<file path="src/rtl/core/day_number_to_civil_date_macros.svh">
// Assertion macros shared by the day number to civil date core.
`ifndef DAY_NUMBER_TO_CIVIL_DATE_MACROS_SVH
`define DAY_NUMBER_TO_CIVIL_DATE_MACROS_SVH

// Check that the consequent holds in the same cycle as the antecedent.
`define DNCD_ASSERT(lbl, ante, cons, msg) \
  lbl: assert property (@(posedge clk_i) disable iff (!rst_ni) (ante) |-> (cons)) \
    else $error(msg);

// Check that the consequent holds in the cycle after the antecedent.
`define DNCD_ASSERT_NEXT(lbl, ante, cons, msg) \
  lbl: assert property (@(posedge clk_i) disable iff (!rst_ni) (ante) |=> (cons)) \
    else $error(msg);

`endif

</file>
<file path="src/rtl/core/dncd_pkg.sv">
// Constants, month table and weekday helpers for the day number to civil date core.
package dncd_pkg;

  localparam int unsigned DaysPer400Y     = 146097;
  localparam int unsigned DaysPer4Y       = 1461;
  localparam int unsigned LeapYearLimit   = 96;
  localparam int unsigned YearsPerCentury = 100;

  // Whole centuries added so that the scaled day count is never negative
  localparam int unsigned CycleBias = 65536;

  // Bias added to 4*n: cycle bias in quarter days, minus one
  localparam logic [34:0] ScaledBias =
    35'(64'(CycleBias) * 64'(DaysPer400Y) - 64'd1);

  // Reciprocal of the cycle length for the top 18 bits of the dividend (rounded down)
  localparam logic [31:0] Recip400Y = 32'((64'd1 << 49) / 64'(DaysPer400Y));

  // Reciprocal of the four-year length, rounded up, exact for 18-bit dividends
  localparam logic [18:0] Recip4Y =
    19'(((64'd1 << 29) + 64'(DaysPer4Y) - 64'd1) / 64'(DaysPer4Y));

  // Day of year at which each month starts, common year
  localparam logic [8:0] MonthStart [12] = '{
    9'd0, 9'd31, 9'd59, 9'd90, 9'd120, 9'd151,
    9'd181, 9'd212, 9'd243, 9'd273, 9'd304, 9'd334
  };

  // Sum the octal digits of a word: congruent to the word modulo 7
  function automatic logic [6:0] octal_digit_sum(input logic [31:0] u);
    logic [6:0] s;
    s = 7'(u[31:30]);
    for (int i = 0; i < 10; i++) begin
      s = s + 7'(u[3*i +: 3]);
    end
    return s;
  endfunction

  // Zero-based ISO weekday of (n - 1) from the digit sum of n and its sign
  function automatic logic [2:0] weekday_index(input logic [6:0] ds, input logic neg);
    logic [3:0] f1;
    logic [3:0] f2;
    logic [2:0] x;
    logic [3:0] t;
    f1 = 4'(ds[6]) + 4'(ds[5:3]) + 4'(ds[2:0]);
    f2 = 4'(f1[3]) + 4'(f1[2:0]);
    x  = (f2 >= 4'd7) ? 3'(f2 - 4'd7) : f2[2:0];
    // minus one is plus six; the sign weight of -2^32 is plus three
    t  = 4'(x) + 4'd6 + (neg ? 4'd3 : 4'd0);
    if (t >= 4'd14) begin
      t = t - 4'd14;
    end else if (t >= 4'd7) begin
      t = t - 4'd7;
    end
    return t[2:0];
  endfunction

endpackage

</file>
<file path="src/rtl/core/day_number_to_civil_date.sv">
// Pipelined conversion of a signed day number into a proleptic Gregorian civil date.
//
//   channel | signals                               | direction | word
//   --------+---------------------------------------+-----------+-------------------------
//   in      | in_valid_i, in_ready_o, day_number_i  | to core   | one day number
//   out     | out_valid_o, out_ready_i, *_o fields  | from core | one date, valid_res flag
//
// Eight register stages; one word can enter every clock cycle while the output is not
// stalled. Depth is set by the two reciprocal divisions (centuries, then four years):
// multiply, subtract and correct for the first, multiply and subtract for the second.
// Every stage holds a valid bit and loads whenever it is empty or its successor moves,
// so bubbles close up and a stalled output does not lose or repeat a word.
// Reset clears all valid bits; the payload registers are not reset.

`include "day_number_to_civil_date_macros.svh"

module day_number_to_civil_date
  import dncd_pkg::*;
(
  input  logic               clk_i,
  input  logic               rst_ni,
  input  logic               in_valid_i,
  output logic               in_ready_o,
  input  logic signed [31:0] day_number_i,
  output logic               out_valid_o,
  input  logic               out_ready_i,
  output logic               valid_res_o,
  output logic signed [15:0] year_o,
  output logic [3:0]         month_o,
  output logic [4:0]         day_of_month_o,
  output logic [8:0]         day_of_year_o,
  output logic [2:0]         weekday_o,
  output logic               leap_year_o
);

  localparam logic [17:0] Cyc   = 18'(DaysPer400Y);
  localparam logic [18:0] Cyc2  = 19'(2 * DaysPer400Y);
  localparam logic [18:0] Cyc3  = 19'(3 * DaysPer400Y);
  localparam logic [10:0] Quad  = 11'(DaysPer4Y);
  localparam logic [6:0]  Cent  = 7'(YearsPerCentury);
  localparam logic [7:0]  LeapLim = 8'(LeapYearLimit);

  // Stage valid bits and load enables
  logic v1_q, v2_q, v3_q, v4_q, v5_q, v6_q, v7_q, v8_q;
  logic en1, en2, en3, en4, en5, en6, en7, en8;

  // Stage payloads
  logic [34:0]        m1_q, m2_q, m3_q;
  logic [6:0]         ds1_q;
  logic               neg1_q;
  logic [16:0]        q2_q, q3_q, q4_q;
  logic [2:0]         wd2_q, wd3_q, wd4_q, wd5_q, wd6_q, wd7_q;
  logic [34:0]        p3_q;
  logic [18:0]        r4_q;
  logic [17:0]        sday5_q;
  logic signed [16:0] qc5_q;
  logic [17:0]        s6_q;
  logic [6:0]         qy6_q;
  logic [1:0]         qcl6_q;
  logic signed [23:0] yc6_q;
  logic [8:0]         doy7_q;
  logic               leap7_q;
  logic signed [23:0] year7_q;

  // Output register
  logic               valid_res_q;
  logic signed [15:0] year_q;
  logic [3:0]         month_q;
  logic [4:0]         dom_q;
  logic [8:0]         doy_q;
  logic [2:0]         wd_q;
  logic               leap_q;

  // Next values
  logic [34:0]        sx_d;
  logic [34:0]        m1_d;
  logic [49:0]        qprod_d;
  logic [34:0]        p3_d;
  logic [34:0]        diff_d;
  logic [17:0]        qn_d;
  logic [17:0]        sday5_d;
  logic [16:0]        qc5_d;
  logic [17:0]        s6_d;
  logic [36:0]        yprod_d;
  logic [17:0]        rem7_d;
  logic               leap7_d;
  logic signed [23:0] year7_d;
  logic               ok8_d;
  logic [3:0]         mon_d;
  logic [8:0]         adj_d;
  logic [8:0]         start_d;
  logic [4:0]         dom_d;

  // Advance a stage when it is empty or the next one takes its word
  assign en8 = !v8_q || out_ready_i;
  assign en7 = !v7_q || en8;
  assign en6 = !v6_q || en7;
  assign en5 = !v5_q || en6;
  assign en4 = !v4_q || en5;
  assign en3 = !v3_q || en4;
  assign en2 = !v2_q || en3;
  assign en1 = !v1_q || en2;
  assign in_ready_o  = en1;
  assign out_valid_o = v8_q;

  // Stage 1: scale to quarter days and bias into the positive range
  assign sx_d = 35'(day_number_i);
  assign m1_d = {sx_d[32:0], 2'b00} + ScaledBias;

  // Stage 2: estimate the cycle count from the top bits, at most two low
  assign qprod_d = 50'(m1_q[34:17]) * 50'(Recip400Y);

  // Stage 3: product of estimate and cycle length
  assign p3_d = 35'(q2_q) * 35'(Cyc);

  // Stage 4: remainder of the estimate, below three centuries in quarter days
  assign diff_d = m3_q - p3_q;

  // Stage 5: correct the estimate and remove the bias
  always_comb begin
    if (r4_q >= Cyc2) begin
      sday5_d = 18'(r4_q - Cyc2);
      qn_d    = 18'(q4_q) + 18'd2;
    end else if (r4_q >= 19'(Cyc)) begin
      sday5_d = 18'(r4_q - 19'(Cyc));
      qn_d    = 18'(q4_q) + 18'd1;
    end else begin
      sday5_d = r4_q[17:0];
      qn_d    = 18'(q4_q);
    end
    qc5_d = 17'(qn_d - 18'(CycleBias));
  end

  // Stage 6: years within the century by reciprocal multiply
  assign s6_d    = sday5_q | 18'd3;
  assign yprod_d = 37'(s6_d) * 37'(Recip4Y);

  // Stage 7: day of year, leap flag and full year
  assign rem7_d  = s6_q - 18'(qy6_q * 18'(Quad));
  assign leap7_d = (qy6_q[1:0] == 2'b11) && (8'(qy6_q) <= LeapLim + 8'(qcl6_q));
  assign year7_d = yc6_q + 24'(qy6_q) + 24'sd1;

  // Stage 8: range check and month search over the start table
  always_comb begin
    ok8_d = (year7_q[23:15] == '0) || (year7_q[23:15] == '1);
    mon_d = 4'd0;
    for (int j = 0; j < 12; j++) begin
      adj_d = MonthStart[j] + ((leap7_q && j >= 2) ? 9'd1 : 9'd0);
      if (adj_d <= doy7_q) begin
        mon_d = 4'(j);
      end
    end
    start_d = MonthStart[mon_d] + ((leap7_q && mon_d >= 4'd2) ? 9'd1 : 9'd0);
    dom_d   = 5'(doy7_q - start_d + 9'd1);
  end

  // Move valid bits down the pipeline
  always_ff @(posedge clk_i or negedge rst_ni) begin
    if (!rst_ni) begin
      v1_q <= 1'b0;
      v2_q <= 1'b0;
      v3_q <= 1'b0;
      v4_q <= 1'b0;
      v5_q <= 1'b0;
      v6_q <= 1'b0;
      v7_q <= 1'b0;
      v8_q <= 1'b0;
    end else begin
      if (en1) v1_q <= in_valid_i;
      if (en2) v2_q <= v1_q;
      if (en3) v3_q <= v2_q;
      if (en4) v4_q <= v3_q;
      if (en5) v5_q <= v4_q;
      if (en6) v6_q <= v5_q;
      if (en7) v7_q <= v6_q;
      if (en8) v8_q <= v7_q;
    end
  end

  // Load stage payloads, hold them while stalled
  always_ff @(posedge clk_i) begin
    if (en1 && in_valid_i) begin
      m1_q   <= m1_d;
      ds1_q  <= octal_digit_sum(day_number_i);
      neg1_q <= day_number_i[31];
    end
    if (en2 && v1_q) begin
      m2_q  <= m1_q;
      q2_q  <= qprod_d[48:32];
      wd2_q <= weekday_index(ds1_q, neg1_q);
    end
    if (en3 && v2_q) begin
      m3_q  <= m2_q;
      q3_q  <= q2_q;
      p3_q  <= p3_d;
      wd3_q <= wd2_q;
    end
    if (en4 && v3_q) begin
      r4_q  <= diff_d[18:0];
      q4_q  <= q3_q;
      wd4_q <= wd3_q;
    end
    if (en5 && v4_q) begin
      sday5_q <= sday5_d;
      qc5_q   <= qc5_d;
      wd5_q   <= wd4_q;
    end
    if (en6 && v5_q) begin
      s6_q   <= s6_d;
      qy6_q  <= yprod_d[35:29];
      qcl6_q <= qc5_q[1:0];
      yc6_q  <= 24'(qc5_q) * 24'(Cent);
      wd6_q  <= wd5_q;
    end
    if (en7 && v6_q) begin
      doy7_q  <= rem7_d[10:2];
      leap7_q <= leap7_d;
      year7_q <= year7_d;
      wd7_q   <= wd6_q;
    end
    if (en8 && v7_q) begin
      valid_res_q <= ok8_d;
      year_q      <= ok8_d ? year7_q[15:0] : 16'sd0;
      month_q     <= ok8_d ? mon_d + 4'd1 : 4'd0;
      dom_q       <= ok8_d ? dom_d : 5'd0;
      doy_q       <= ok8_d ? doy7_q + 9'd1 : 9'd0;
      wd_q        <= ok8_d ? wd7_q + 3'd1 : 3'd0;
      leap_q      <= ok8_d && leap7_q;
    end
  end

  assign valid_res_o    = valid_res_q;
  assign year_o         = year_q;
  assign month_o        = month_q;
  assign day_of_month_o = dom_q;
  assign day_of_year_o  = doy_q;
  assign weekday_o      = wd_q;
  assign leap_year_o    = leap_q;

  // Reciprocal estimate must leave a remainder below three centuries in quarter days
  `DNCD_ASSERT(a_rem_range, v4_q, r4_q < Cyc3, "cycle estimate off by more than two")
  // Corrected remainder lies within one century
  `DNCD_ASSERT(a_cycle_rem, v5_q, sday5_q < Cyc, "cycle remainder not reduced")
  // An empty output never blocks the input
  `DNCD_ASSERT(a_ready_free, !v8_q, in_ready_o, "input stalled with empty output")
  // An accepted word occupies the first stage
  `DNCD_ASSERT_NEXT(a_enter, in_valid_i && in_ready_o, v1_q, "accepted word dropped")

endmodule

</file>
<file path="config.mk">
export PLATFORM = sky130hd
export DESIGN_NAME = day_number_to_civil_date
export DESIGN_NICKNAME = d
export VERILOG_FILES = /design/src/rtl/core/dncd_pkg.sv /design/src/rtl/core/day_number_to_civil_date.sv
export VERILOG_INCLUDE_DIRS = /design/src /design/src/rtl/core
export SDC_FILE = /design/constraint.sdc
export NUM_CORES = 2
export LEC_CHECK = 0
export ABC_AREA = 1
export BUFFER_PORTS_ARGS = -buffer_cell sky130_fd_sc_hd__buf_2
export CAP_MARGIN = 5
export CELL_PAD_IN_SITES_DETAIL_PLACEMENT = 2
export CELL_PAD_IN_SITES_GLOBAL_PLACEMENT = 2
export CORE_UTILIZATION = 25
export DETAILED_ROUTE_END_ITERATION = 7
export PLACE_DENSITY = 0.5
export SLEW_MARGIN = 0
export SYNTH_ARGS = -nofsm -noshare
export SYNTH_HDL_FRONTEND = slang
export SYNTH_SLANG_ARGS = --single-unit
</file>
<file path="constraint.sdc">
create_clock -name clk_i -period 8.45 [get_ports clk_i]
set_input_delay 0.845 -clock clk_i [delete_from_list [all_inputs] [get_ports clk_i]]
set_output_delay 0.845 -clock clk_i [all_outputs]
set_load 0.01 [all_outputs]
</file>
Yosys cells after proc, flatten, opt, wreduce, memory -nomap -nowiden
Memories as Yosys holds them, arrays and structs flattened.
Cells that the tools add are included.
{"block": "totals", "wordCells": 165, "output_inout_bits": 41, "mem_bits_ro": 144, "mem_count": 1, "inputBits": 36, "regBits": 344}
{"name": "(name not given)", "words": 16, "word_bits": 9, "rd": 1, "rd_ports_with_merged_regs": 0, "write_ports": 0, "line_no": "day_number_to_civil_date.sv:153", "rtl": "start_d = MonthStart[mon_d] + ((leap7_q && mon_d >= 4'd2) ? 9'd1 : 9'd0);"}
{"block": "op_classes", "add_sub_neg": 45, "n_mux": 23, "reduce_logical": 29, "bitwise": 1, "multipliers": 5, "n_eq_ne": 2, "n_lt_le_gt_ge": 19}
{"op": "<= comparator 9 bit", "count": 10}
{"op": "multiplier 18 x 32 -> 49 bit, second input constant", "count": 1}
{"op": "adder 7 x 3 -> 7 bit", "count": 6}
{"op": "adder 8 x 9 -> 9 bit, first input constant", "count": 4}
{"op": "multiplier 18 x 19 -> 36 bit, second input constant", "count": 1}
{"op": "two-way mux 18 bit", "count": 2}
{"op": "adder 35 x 34 -> 35 bit, second input constant", "count": 1}
{"op": "two-way mux 17 bit", "count": 2}
{"op": "adder 24 x 1 -> 24 bit, second input constant", "count": 1}
{"op": "adder 24 x 7 -> 24 bit", "count": 1}
{"op": "multiplier 24 x 5 -> 22 bit, second input constant", "count": 1}
{"op": "two-way mux 3 bit", "count": 7}
{"op": "greater-or-equal comparator 19 x 18 -> 1 bit, second input constant", "count": 1}
{"op": "greater-or-equal comparator 19 bit, second input constant", "count": 1}
{"op": "multiplier 17 x 18 -> 19 bit, second input constant", "count": 1}
{"op": "subtractor 19 bit", "count": 1}
{"op": "adder 7 x 9 -> 9 bit, first input constant", "count": 2}
{"op": "adder 9 bit, first input constant", "count": 2}
{"op": "subtractor 18 x 15 -> 18 bit, second input constant", "count": 1}
{"op": "subtractor 18 bit, second input constant", "count": 1}
{"op": "adder 17 x 1 -> 17 bit, second input constant", "count": 1}
{"op": "adder 17 x 2 -> 17 bit, second input constant", "count": 1}
{"op": "subtractor 17 bit, second input constant", "count": 1}
{"op": "two-way mux 4 bit", "count": 4}
{"op": "other kinds (36)", "count": 70}

Logic depth before layout (Yosys ltp)
{"block": "depth", "depth_word": 20, "mapped_depth": 29, "mapped_depth_nobuf": 29}

Worst setup path after synthesis
OpenSTA, ideal clock, no wires.
{"block": "synth_timing", "path_type": "reg-to-reg", "start": "register m1_q[33]", "end": "register q2_q[12], data pin", "t_arrival_ns": 4.935, "setup_time_ns": 0.265, "path_slack_ns": 3.251, "path_stages_with_launch": 21, "n_path_buf": 0, "period_less_slack_ns": 5.199, "required_ns": 8.185, "cell_sequence": "edfxtp_1 inv_1 ha_1 inv_1 fa_1 inv_1 fa_1 fa_1 inv_1 fa_1 fa_1 ha_1 nand2_1 nor2_1 inv_1 nor2_1 inv_1 nor3_1 nand4_1 o211ai_1 xor2_1"}
{"block": "synth_via", "elab_chain_cells": 1}
{"item": "start, declared", "line_no": "day_number_to_civil_date.sv:48", "rtl": "logic [34:0] m1_q, m2_q, m3_q;"}
{"item": "start signal, assigned", "line_no": "day_number_to_civil_date.sv:183", "rtl": "m1_q <= m1_d;"}
{"item": "multiplier 18 x 32 -> 49 bit", "line_no": "day_number_to_civil_date.sv:111", "rtl": "assign qprod_d = 50'(m1_q[34:17]) * 50'(Recip400Y);"}
{"item": "via qprod_d[44]", "line_no": "day_number_to_civil_date.sv:77", "rtl": "logic [49:0] qprod_d;"}
{"item": "end signal, assigned", "line_no": "day_number_to_civil_date.sv:189", "rtl": "q2_q <= qprod_d[48:32];"}
{"item": "end, declared", "line_no": "day_number_to_civil_date.sv:51", "rtl": "logic [16:0] q2_q, q3_q, q4_q;"}
The timed path passes the listed nets, and every way through them passes these cells.
A chain may end at the register's enable or synchronous reset.

Worst setup path in the final report
{"block": "layout_timing", "start": "register m1_q[26]", "end": "register q2_q[12], data pin"}
Same word-level chain as after synthesis.

==> summary.md <==
| Metric | Value |
|---|---|
| Netlist cell types | between 50 and 60 |
| DP Worst Slack | 2.18 ns |
| Startpoint types | flip-flop |
| CTS root buf | clkbuf_16 |
| Initial core utilization | between 20% and 30% |
| Die Y | 388 um |
| Final-report max-slew violation count | 0 |
| Final setup fails | 0 |
| Clk sinks | 330 |
| Share of cells above drive strength 1 | 4.99% |
| H-tree levels | 2 |
| Worst setup margin | roughly 2.2 ns |
| Count of final hold-check violations | 0 |
| Die width | about 390 um |
| Setup TNS | 0 ns |
| Area leader, netlist | edfxtp_1 |
| DRT Wirelength | approximately 120000 um |
| Sequential area share after synthesis | between 20% and 30% |
| Post-synthesis simple-gate area fraction | ~11% |
| GRT Residual Overflow | 0 |
| Post-CTS Hold Fix Bufs | 0 |
| Adder-Cell Fraction of Synth Area | 40.8% |
| Cells after synthesis | ~3900 |
| Syn_nets | approximately 4900 |
| CTS tree | built |
| #FFs+latches synth | between 300 and 400 |
| Critical Path RT | about 8.8 ns |
| CTS Buf Count | 47 |
| Post-synth top area share | approximately a quarter |
| Synth Flop Type | edfxtp_1 |
| Starting DRT DRC Count | between 800 and 900 |
| Area contributors post-synth | edfxtp_1, fa_1, ha_1 |
| Synth Area in Compound Gates | 6.20% |
| Post-CTS sizing | 0 |
| DRC viols | 0 |
| Post-synth EDFFs | approximately 320 |
| Num ports | 77 |
| Number of port buffers | 76 |
| Hpwl dp | roughly 100000 um |
| Vias | 26200 |
| Core box area | about 150000 um^2 |
| Relative slew slack | between 20 and 30% |
| Crit path launch | m1_q[26] |
| Area Growth Syn to Fin | 11.8% |
| Arrival @ worst endpoint | roughly 6.6 ns |
| Setup Skew | 0.0265 ns |
| Largest family of logic cells by synthesized area | adder cells |
| Clock Latency Late Sink | ~0.62 ns |
| Overall die area | roughly 150000 um^2 |
| Multiplexer area fraction after synthesis | less than 1% |
| TritonRoute pass-1 iters | 4 |
| Largest net degree at the start of global routing | 59 |
| Peak Freq | 161 MHz |
| Wire per inst | a little under 20 um |
| Status | complete, no violations |
| First-pass GRT wire length | approximately 190000 um |
| Initial antenna violation count | 1 |
| Antenna cells | 0 |
| Critical path class | reg2reg |
| Drt via density | ~4.4 |
| Ys Warns | 0 |
| Post-route clock period utilization | 73.6% |
| Cell row count | 141 |
| Final Critical Period | 6.22 ns |
| Mean post-synth cell area | 9.48 um^2 |
| Clock transition at path regs | 0.08 ns |
| Asr flop ratio synth | 2.42% |
| Crit Path Max Fanout | 7 |
| Worst r2r src | m1_q[26] |
| Fill cells | 16500 |
| Placer's final routability congestion estimate | roughly 0.9 |
| Max-Cap Viols | 0 |
| Vias in the first global route | between 30000 and 40000 |
| RSZ-0062 raised after global routing | false |
| Final net count | roughly 5000 |
| Worst min path class | in2async |
| Total GRT Usage | approximately 16% |
| Critical path capture point type | flip-flop |
| Post-CTS Setup Bufs | 0 |
| Post-route ant nets | 0 |
| CTS Buffer Depth | 3 |
| Actual slew at the worst max-slew pin | approximately 1.1 ns |
| XOR/XNOR Fraction of Synth Area | under 10% |
| Synthesized area | roughly 37000 um^2 |
-- layer usage --
| metal | vias up | part of all wire (%) | track usage [%] |
|---|---|---|---|
| li1 | 12700 | - | - |
| met3 | 127 | 2.4 | 1.72 |
| met5 | - | 0 | 0 |
| met4 | 0 | 2.7 | 4.23 |
| met2 | 267 | 49 | 28.4 |
| met1 | 13200 | 46 | 20.9 |
-- cells by family after synthesis --
kind of cell	Yosys count
adders and majority gates	964
muxes	1
AOI/OAI and AO/OA	417
buffers and inverters	997
DFF	330
xor gates and xnor gates	221
and+or+nand+nor	1008
-- path summary, 6_finish.rpt --
path,end,slack (ns),depth (start not counted)
max in group asynchronous,v6_q,8.16,1
worst min register to register,q4_q[16],0.42,0
worst max-delay path,q2_q[12],2.23,20
min in group clk_i,q4_q[16],0.42,0
worst max register to register,q2_q[12],2.23,20
worst min-delay path,v1_q,0.08,1
-- sequential cells by signal, summed over array words and instances (netlist names), 17 cells and up --
| register | flops |
|---|---|
| r4_q | 19 |
| year7_q | 24 |
| q4_q | 17 |
| q2_q | 17 |
| m1_q | 33 |
| yc6_q | 21 |
| m3_q | 17 |
| q3_q | 17 |
| m2_q | 17 |
| qc5_q | 17 |
-- metrics by stage --
step / cell area [um^2] / hold WS, ns / std cells / utilization [%]
2_1_floorplan: 37300 / 0.400 / 3938 / -
3_3_place_gp: 40100 / 0.402 / 5928 / 27.1
3_5_place_dp: 40100 / 0.406 / 5928 / 27.1
4_1_cts: 41700 / 0.0394 / 6015 / 28.2
5_1_grt: 41700 / 0.0637 / 6015 / 28.2
6_report: 41700 / 0.0800 / 6015 / 28.2
-- cell usage after synthesis (2+ instances only) --
cell type	number
a31oi_1	16
clkbuf_2	2
a31o_2	3
nor2_2	2
and3_1	2
or2_2	6
inv_1	961
o21ai_0	137
o31ai_1	3
a21o_1	14
clkinv_1	2
a21oi_1	180
clkbuf_1	6
buf_2	12
nor3_1	39
o211ai_1	10
o21bai_1	10
edfxtp_1	322
fa_1	425
inv_2	7
xnor2_1	68
nor2_1	273
nand3_1	101
dfrtp_1	8
o221ai_1	4
buf_6	6
nand3b_1	2
xor2_1	153
nand2_4	3
a21boi_0	4
o21a_1	6
nor4_1	14
o21ai_1	14
nand4_1	27
ha_1	539
o22ai_1	2
o2111ai_1	4
nand2_1	531
-- critical path: stages (launching register included) --
cell and delay (ns):
edfxtp_1 0.61, ha_1 0.61, inv_1 0.11, fa_1 0.49, fa_1 0.57, inv_1 0.06, fa_1 0.47, inv_1 0.05
fa_1 0.53, inv_1 0.06, fa_1 0.42, ha_1 0.46, nand2_1 0.14, nor2_1 0.11, inv_1 0.08, nor2_1 0.16
inv_1 0.07, nor3_1 0.46, nand4_1 0.19, o211ai_1 0.24, xor2_1 0.10
-- final cells by class --
| class | count | area [um^2] | share of cell area [%] |
|---|---|---|---|
| tap | 1930 | 2410 | 5.78 |
| sequential | 330 | 9870 | 23.6 |
| clock inverter | 38 | 484 | 1.16 |
| timing repair buffer | 86 | 455 | 1.09 |
| clock buffer | 49 | 1180 | 2.84 |
| multi-input combinational | 2611 | 23700 | 56.8 |
| inverter | 971 | 3650 | 8.73 |
-- cells in the final DEF, fill, tap and decap left out, types with 8 or more instances in the layout --
cell       netlist  routed
o21ai_0        137     137
a21oi_1        180     180
nor2_1         273     269
nand2_1        531     531
o211ai_1        10      10
buf_2           12      76
inv_2            7       9
o21bai_1        10      10
buf_4            0      10
a21o_1          14      14
xor2_1         153     153
xnor2_1         68      68
bufinv_16        0       9
edfxtp_1       322     322
o21ai_1         14      14
inv_1          961     959
clkbuf_16        0      47
dfrtp_1          8       8
a31oi_1         16      16
nor3_1          39      39
fa_1           425     425
nor4_1          14      14
nand3_1        101     101
ha_1           539     539
clkinv_2         1       8
nand4_1         27      27
Power is left out: the tool's default activity adds up to more than one toggle a clock period on the data nets, which glitch-free logic cannot reach.
